## src/rtl/core/etm_pkg.sv

```systemverilog
package etm_pkg;

    localparam int ROWS           = 3;
    localparam int LANES          = 3;
    localparam int CORDIC_STEPS   = 28;
    localparam int ANGLE_BITS_DEF = 16;
    localparam int FRAC_BITS_DEF  = 16;
    localparam int IN_DATA_W      = 192;
    localparam int OUT_DATA_W     = 104;
    localparam int PROD_W         = 49;

    localparam logic signed [31:0] CORDIC_GAIN = 32'sd652032874;
    localparam logic signed [31:0] ONE_Q30     = 32'sd1073741824;
    localparam logic [31:0]        SAT_MAX     = 32'h7FFF_FFFF;
    localparam logic [31:0]        SAT_MIN     = 32'h8000_0000;

    localparam logic MODE_MODEL  = 1'b0;
    localparam logic MODE_NORMAL = 1'b1;

    localparam logic [1:0] COL_TRANS       = 2'd3;
    localparam logic [1:0] LAST_COL_MODEL  = 2'd3;
    localparam logic [1:0] LAST_COL_NORMAL = 2'd2;

    // Arctangent of 2^-i in units of 2^32 per turn
    localparam logic [31:0] ATAN_TURNS [CORDIC_STEPS] = '{
        32'd536870912, 32'd316933406, 32'd167458907, 32'd85004756, 32'd42667331,
        32'd21354465, 32'd10679838, 32'd5340245, 32'd2670163, 32'd1335087,
        32'd667544, 32'd333772, 32'd166886, 32'd83443, 32'd41722, 32'd20861,
        32'd10430, 32'd5215, 32'd2608, 32'd1304, 32'd652, 32'd326, 32'd163,
        32'd81, 32'd41, 32'd20, 32'd10, 32'd5
    };

    typedef logic signed [31:0]     q30_t;
    typedef logic [2:0][31:0]       trig_t;
    typedef logic [2:0][2:0][32:0]  rot_mat_t;

    typedef struct packed {
        logic             mode;
        logic [2:0][15:0] scale;
        logic [2:0][31:0] trans;
    } item_t;

    typedef struct packed {
        logic [1:0]           col;
        logic                 last;
        logic                 mode;
        logic                 is_trans;
        logic                 zsc;
        logic [2:0]           neg;
        logic [2:0]           rpos;
        logic [2:0]           rneg;
        logic [2:0][PROD_W-1:0] prod;
        logic [2:0][31:0]     trans;
    } col_side_t;

    // Extra numerator shift when the output has more than 22 fraction bits
    function automatic int dpos(input int frac);
        return (frac > 22) ? frac - 22 : 0;
    endfunction

    // Extra divisor shift when the output has fewer than 22 fraction bits
    function automatic int dneg(input int frac);
        return (frac < 22) ? 22 - frac : 0;
    endfunction

    // Q30 product rounded half up
    function automatic q30_t mulq(input q30_t a, input q30_t b);
        logic signed [63:0] p;
        p = a * b;
        p = p + (64'sd1 <<< 29);
        return p[61:30];
    endfunction

    function automatic logic [31:0] sat32(input logic signed [63:0] v);
        logic [31:0] r;
        if (v > 64'sd2147483647) begin
            r = SAT_MAX;
        end else if (v < -64'sd2147483648) begin
            r = SAT_MIN;
        end else begin
            r = v[31:0];
        end
        return r;
    endfunction

endpackage

```

## src/rtl/core/etm_fmt.sv

```systemverilog
module etm_fmt #(
    parameter int FRAC_BITS = etm_pkg::FRAC_BITS_DEF,
    parameter int NUM_W     = 33 + etm_pkg::dpos(etm_pkg::FRAC_BITS_DEF)
) (
    input  logic                              aclk,
    input  logic                              aresetn,
    input  logic                              en,
    input  logic                              in_vld,
    input  logic [2:0][NUM_W-1:0]             in_quo,
    input  etm_pkg::col_side_t                in_side,
    output logic                              out_vld,
    output logic [etm_pkg::OUT_DATA_W-1:0]    out_data,
    output logic                              out_last,
    output logic                              out_flag
);

    localparam int MSH = 38 - FRAC_BITS;
    localparam int TUP = (FRAC_BITS >= 16) ? FRAC_BITS - 16 : 0;
    localparam int TDN = (FRAC_BITS < 16) ? 16 - FRAC_BITS : 0;
    localparam logic signed [40:0] TRND = (41'sd1 <<< TDN) >>> 1;
    localparam logic signed [49:0] MRND = 50'sd1 <<< (MSH - 1);
    localparam logic [NUM_W-1:0]   Q_LIM = {{(NUM_W-32){1'b0}}, 32'h8000_0000};

    logic                           vld_reg;
    logic [etm_pkg::OUT_DATA_W-1:0] data_reg;
    logic                           last_reg;
    logic                           flag_reg;
    logic [2:0][31:0]               elem_next;

    // Pick translation, scaled entry, saturated entry or rounded quotient
    always_comb begin
        logic signed [40:0] tw;
        logic signed [49:0] mw;
        logic [NUM_W-1:0]   q;
        logic [NUM_W-1:0]   qn;
        for (int l = 0; l < 3; l++) begin
            tw = ((41'($signed(in_side.trans[l])) <<< TUP) + TRND) >>> TDN;
            mw = (50'($signed(in_side.prod[l])) + MRND) >>> MSH;
            q  = in_quo[l];
            qn = NUM_W'(0) - q;
            if (in_side.is_trans) begin
                elem_next[l] = etm_pkg::sat32(64'(tw));
            end else if (in_side.mode == etm_pkg::MODE_MODEL) begin
                elem_next[l] = etm_pkg::sat32(64'(mw));
            end else if (in_side.zsc) begin
                elem_next[l] = in_side.rpos[l] ? etm_pkg::SAT_MAX :
                               (in_side.rneg[l] ? etm_pkg::SAT_MIN : 32'h0);
            end else if (in_side.neg[l]) begin
                elem_next[l] = (q > Q_LIM) ? etm_pkg::SAT_MIN : qn[31:0];
            end else begin
                elem_next[l] = (q >= Q_LIM) ? etm_pkg::SAT_MAX : q[31:0];
            end
        end
    end

    always_ff @(posedge aclk) begin
        if (!aresetn) begin
            vld_reg <= 1'b0;
        end else if (en) begin
            vld_reg <= in_vld;
        end
    end

    always_ff @(posedge aclk) begin
        if (en) begin
            data_reg <= {6'b0, elem_next[2], elem_next[1], elem_next[0], in_side.col};
            last_reg <= in_side.last;
            flag_reg <= in_side.zsc;
        end
    end

    assign out_vld  = vld_reg;
    assign out_data = data_reg;
    assign out_last = last_reg;
    assign out_flag = flag_reg;

endmodule

```

## config.mk

```make
export PLATFORM = sky130hd
export DESIGN_NAME = etm_fmt
export DESIGN_NICKNAME = d
export VERILOG_FILES = /design/src/rtl/core/etm_pkg.sv /design/src/rtl/core/etm_fmt.sv
export SDC_FILE = /design/constraint.sdc
export NUM_CORES = 1
export LEC_CHECK = 0
export BUFFER_PORTS_ARGS = -buffer_cell sky130_fd_sc_hd__buf_2
export CAP_MARGIN = 20
export CORE_AREA = 10 10 175 177
export CTS_CLUSTER_DIAMETER = 50
export CTS_CLUSTER_SIZE = 30
export DETAILED_ROUTE_END_ITERATION = 6
export DIE_AREA = 0 0 185 187
export PLACE_DENSITY = 0.63
export SLEW_MARGIN = 40
export SYNTH_ARGS = -nofsm -noshare
export SYNTH_HDL_FRONTEND = slang
export SYNTH_SLANG_ARGS = --single-unit
```

## constraint.sdc

```tcl
create_clock -name aclk -period 11 [get_ports aclk]
set_clock_uncertainty 0.1 [all_clocks]
set_input_delay 3.3 -clock aclk [delete_from_list [all_inputs] [get_ports aclk]]
set_output_delay 3.3 -clock aclk [all_outputs]
set_load 0.05 [all_outputs]
```

# Word level (Yosys, flattened, before mapping)
# Cells that the tools add are included.
# op_classes
add_sub_neg	6
mul	0
n_div	0
magnitude_cmp	18
eq_ne	0
n_shift	0
n_mux	36
n_bitwise	0
reduce_logical	0
# ops
op	n
$mux 32	36
$add 49x23->50 const B	3
$ge 33x32->1 const B	3
$gt 33x32->1 const B	3
$gt 28x32->1 const B	3
$gt 32x32->1 const B	3
$lt 28x32->1 const B	3
$lt 32x32->1 const B	3
$sub 1x32->32 const A	3
# totals
register_bits	101
latch_bits	0
ram_bits	0
romBits	0
in_bits	361
output_inout_bits	107
elab_cells	64
memories	0

# Depth between registers and ports, before layout
# logic_depth
depth_word	6
depth_mapped	9

# Worst setup path after synthesis
# OpenSTA, ideal clock, no wires.
# synth_path
path_kind	input port to flip-flop
from	input in_quo[21] in the netlist's numbering
to	register data_reg (netlist bit out_data[32]), data pin
setup_time_ns	0.261
arrival_time_ns	5.569
required_ns	10.639
setup_slack_ns	5.070
stages	9
path_buffers	3
path_cell_list	or4_1 -> buf_2 -> or2_1 -> clkbuf_2 -> or3_1 -> buf_2 -> or4_1 -> and2_0 -> o311a_1
# synth_lines
item	line	source
start, declared	etm_fmt.sv:9	input logic [2:0][NUM_W-1:0] in_quo,
end signal, assigned	etm_fmt.sv:66	data_reg <= {6'b0, elem_next[2], elem_next[1], elem_next[0], in_side.col};
end, declared	etm_fmt.sv:25	logic [etm_pkg::OUT_DATA_W-1:0] data_reg;

==> summary.log <==
[cts] count of cells resized by post-cts repair 0
[drt] DRC errors left 0
[setup_path] depth of the worst register-to-register path 2
[yosys] main combinational cell family by area after synthesis simple AND/OR/NAND/NOR gates
[pwr] switching power as a share of total power 40.0%
[sta] RSZ-0062 raised after global routing no
[placement] DP HPWL 37,800 microns
[setup_path] required time at the endpoint of the critical path 11,090 ps
[drt] post-detailed-routing wire length 48,400 microns
[cts] count of H-tree levels built during CTS 3
[setup_path] crit-path max FO 11
[grt] pin count of the biggest net entering global routing 57
[die] starting density of the core 35.7%
[pwr] P_sw 523 uW
[yosys] multiplexer share of the synthesized area 1.58%
[setup_path] type of the worst setup path in -> reg
[yosys] Synth warnings 0
[sta] # setup viols final 0
[sta] final worst-path cycle share 57.5%
[cells_and_area] most frequent standard cell in the layout excluding fill and tap cells sky130_fd_sc_hd__buf_2
[die] Core Area 0.0273 sq mm
[yosys] Synth cell types 78
[die] chip width 185 microns
[yosys] Gate Count Post-Synth 1,234
[die] I/O pin count 468
[sta] Pins Over Slew Limit 0
[drt] initial detailed-routing violation count 1,367
[pwr] largest vdd supply drop 0.0962 mV
[placement] routability-driven placement congestion ratio 0.982
[sta] Max Clk Rate 0.158 GHz
[cts] clock buffers created by TritonCTS 9
[setup_path] Crit Reg-Reg Startpoint out_vld$_SDFFE_PN0P_
[cells_and_area] area growth from synthesis to layout 27.6%
[sta] setup_tns 0 ps
[cells_and_area] summed area of non-filler cells in the final layout 0.0125 sq mm
[run_status] status finished, final reports clean
[grt] Global Route Usage Sum 26.3%
[yosys] Compound-Gate Fraction of Synth Area 26.5%
[yosys] fraction of synthesized cell area in xor and xnor cells 8.52%
[cts] number of sinks on the clock net 101
[cts] Post-CTS Setup Inserts 0
[yosys] area share of fa/ha/maj cells after synthesis 0.769%
[die] DIE AREA 0.0346 sq mm
[cts] worst-skew pair later-pin latency 360 ps
[pwr] part of the power in combinational logic 37.6%
[hold_path] worst min path class reg -> reg
[flow_run] number of violations of the max-capacitance limit 0
[cells_and_area] Layout fillers 2,808
[die] number of core rows 61
[hold_path] Hold Path Origin out_vld$_SDFFE_PN0P_
[yosys] sequential share of the synthesized area 30.9%
[cts] cts hold-fix bufs 0
[cells_and_area] proportion of layout cells with a drive suffix above 1 28.9%
[placement] quantity of I/O buffers inserted on ports 398
[placement] minimum setup slack after placement 4450 ps
[setup_path] Register-to-Register Setup Slack 10,310 ps
[pwr] Internal Dissipation 785 uW
[yosys] cell area after synthesis 0.00977 sq mm
[drt] 1st-pass router iterations 6
[cts] CTS clock-pin slew for the worst setup and hold paths 70 ps
[yosys] syn_area_per_cell 7.92 sq um
[pwr] sequential share of power 36.9%
[drt] Avg WL per Cell 24.8 microns
[drt] vias per inst 6.23
[grt] Congestion Overflow GR 0
[setup_path] startpoint kind of the worst setup timing path primary input
[setup_path] reg2reg end out_vld$_SDFFE_PN0P_
[cts] maximum clock insertion buffer count 2
[grt] first-pass GRT wire length 70,500 microns
[pwr] static leakage 0.00470 uW
[placement] total placed instance area 0.0121 sq mm
[cells_and_area] final net count 1,956
[cts] clock root buffer master sky130_fd_sc_hd__clkbuf_16
[yosys] number of enable-type register cells in the synthesized netlist 100
[hold_path] endpoint of the worst hold-timing path out_vld$_SDFFE_PN0P_
[drt] Via Count 12,141
[sta] number of hold violations in the final report 0
[sta] time the worst path needs with I/O delays and setup 6320 ps
[setup_path] WP data arrival 6410 ps
[pwr] Cell Pwr Density 105 mW/mm^2
[sta] Slew headroom 43.5%
[yosys] Synth Area in Simple Gates 27.3%
[hold_path] worst hold path stage count 2
[die] die span in y 187 microns
[setup_path] critical path endpoint category flip-flop
[grt] vias in the first global route 11,568
[sta] worst-case setup margin in the final layout 4680 ps
[grt] initial antenna violation count 11
[cts] TritonCTS clock tree done
[pwr] relative contribution of the clock network to total power 25.5%
[yosys] proportion of register bits with asynchronous set or reset after synthesis 0%
[yosys] Seq cells post-synth 101
[drt] residual antenna-violating net count after detailed routing 0
[sta] Least-Margin Pin Slew 848 ps
[yosys] most instantiated flip-flop cell in the synthesis netlist sky130_fd_sc_hd__edfxtp_1
[cells_and_area] highest-count cells in the layout ignoring fill and taps 396 x sky130_fd_sc_hd__buf_2, 127 x sky130_fd_sc_hd__nor2_1, 105 x sky130_fd_sc_hd__nand2_1
cell type report:
class,instances,area (sq um),area share (%)
multi-input cells,1032,6430,51.6
flip-flops and latches,101,3020,24.2
repair buffers,415,2150,17.3
well taps,346,433,3.47
clock buffers,9,225,1.81
inverters,30,113,0.903
clock inverters,7,66.3,0.532
diodes,8,20.0,0.161
critical path, cell delays in order:
cell	delay, ps
sky130_fd_sc_hd__buf_2	130
sky130_fd_sc_hd__nor4_1	720
sky130_fd_sc_hd__nand3_1	560
sky130_fd_sc_hd__or4_1	690
sky130_fd_sc_hd__nand2_1	340
sky130_fd_sc_hd__nand2_1	340
sky130_fd_sc_hd__o221ai_1	330
sequential cells by signal, indices dropped and copies added (netlist names):
name	cells
out_last	1
out_data	98
out_vld	1
out_flag	1
power groups by stage:
stage | Sequential [uW] | Combinational (uW) | Clock [uW]
5_1_grt | 485 | 520 | 356
4_1_cts | 482 | 487 | 342
2_1_floorplan | 631 | 149 | 0
6_report | 482 | 492 | 334
3_3_place_gp | 490 | 481 | 0
3_5_place_dp | 491 | 485 | 0
logic make-up after synthesis:
family	count (synthesis)
and+or+nand+nor	527
DFF	101
other	1
muxes	15
xor gates and xnor gates	95
buffers and inverters	106
AOI/OAI and AO/OA	383
adders and majority gates	6
worst max-delay path by stage:
| stage | startpoint | endpoint | slack, ps | depth (start not counted) |
|---|---|---|---|---|
| CTS | in_quo[76] | out_data[92]$_DFFE_PP_ | 4820 | 7 |
| floorplan | in_quo[21] | out_data[32]$_DFFE_PP_ | 5070 | 9 |
| finish | in_quo[76] | out_data[92]$_DFFE_PP_ | 4680 | 7 |
| global placement | in_quo[43] | out_data[39]$_DFFE_PP_ | 4370 | 7 |
| detailed placement | in_quo[76] | out_data[89]$_DFFE_PP_ | 4450 | 7 |
| global route | in_quo[76] | out_data[91]$_DFFE_PP_ | 4540 | 7 |
synthesized netlist by cell type, drive strengths merged (21+ instances only):
cell      n  area, sq um
o21ai    84          420
a221oi   21          184
clkbuf   62          234
xnor2    61          534
nand3    53          265
xor2     34          298
a21oi    85          425
nand4    27          169
nor2    128          480
nor3     60          300
nand2   105          394
inv      28          105
nor4     46          294
edfxtp  100         3000
through the flow:
step	utilization, %	cells	total power (uW)	hold slack [ps]
floorplan	-	1239	779	643
global placement	44.0	1922	971	398
detailed placement	44.4	1924	976	418
CTS	45.5	1940	1310	435
global route	45.6	1946	1360	456
finish	45.6	1948	1310	431
layer usage:
layer  vias up  share of wire [%]  track usage, %
met5         -              0.095               0
met4         6                3.2            8.82
met3       107                8.8            6.24
met2       712                 48            43.5
met1      5783                 40            32.6
li1       5533                  -               -
Power figures use the tool's default switching activity.
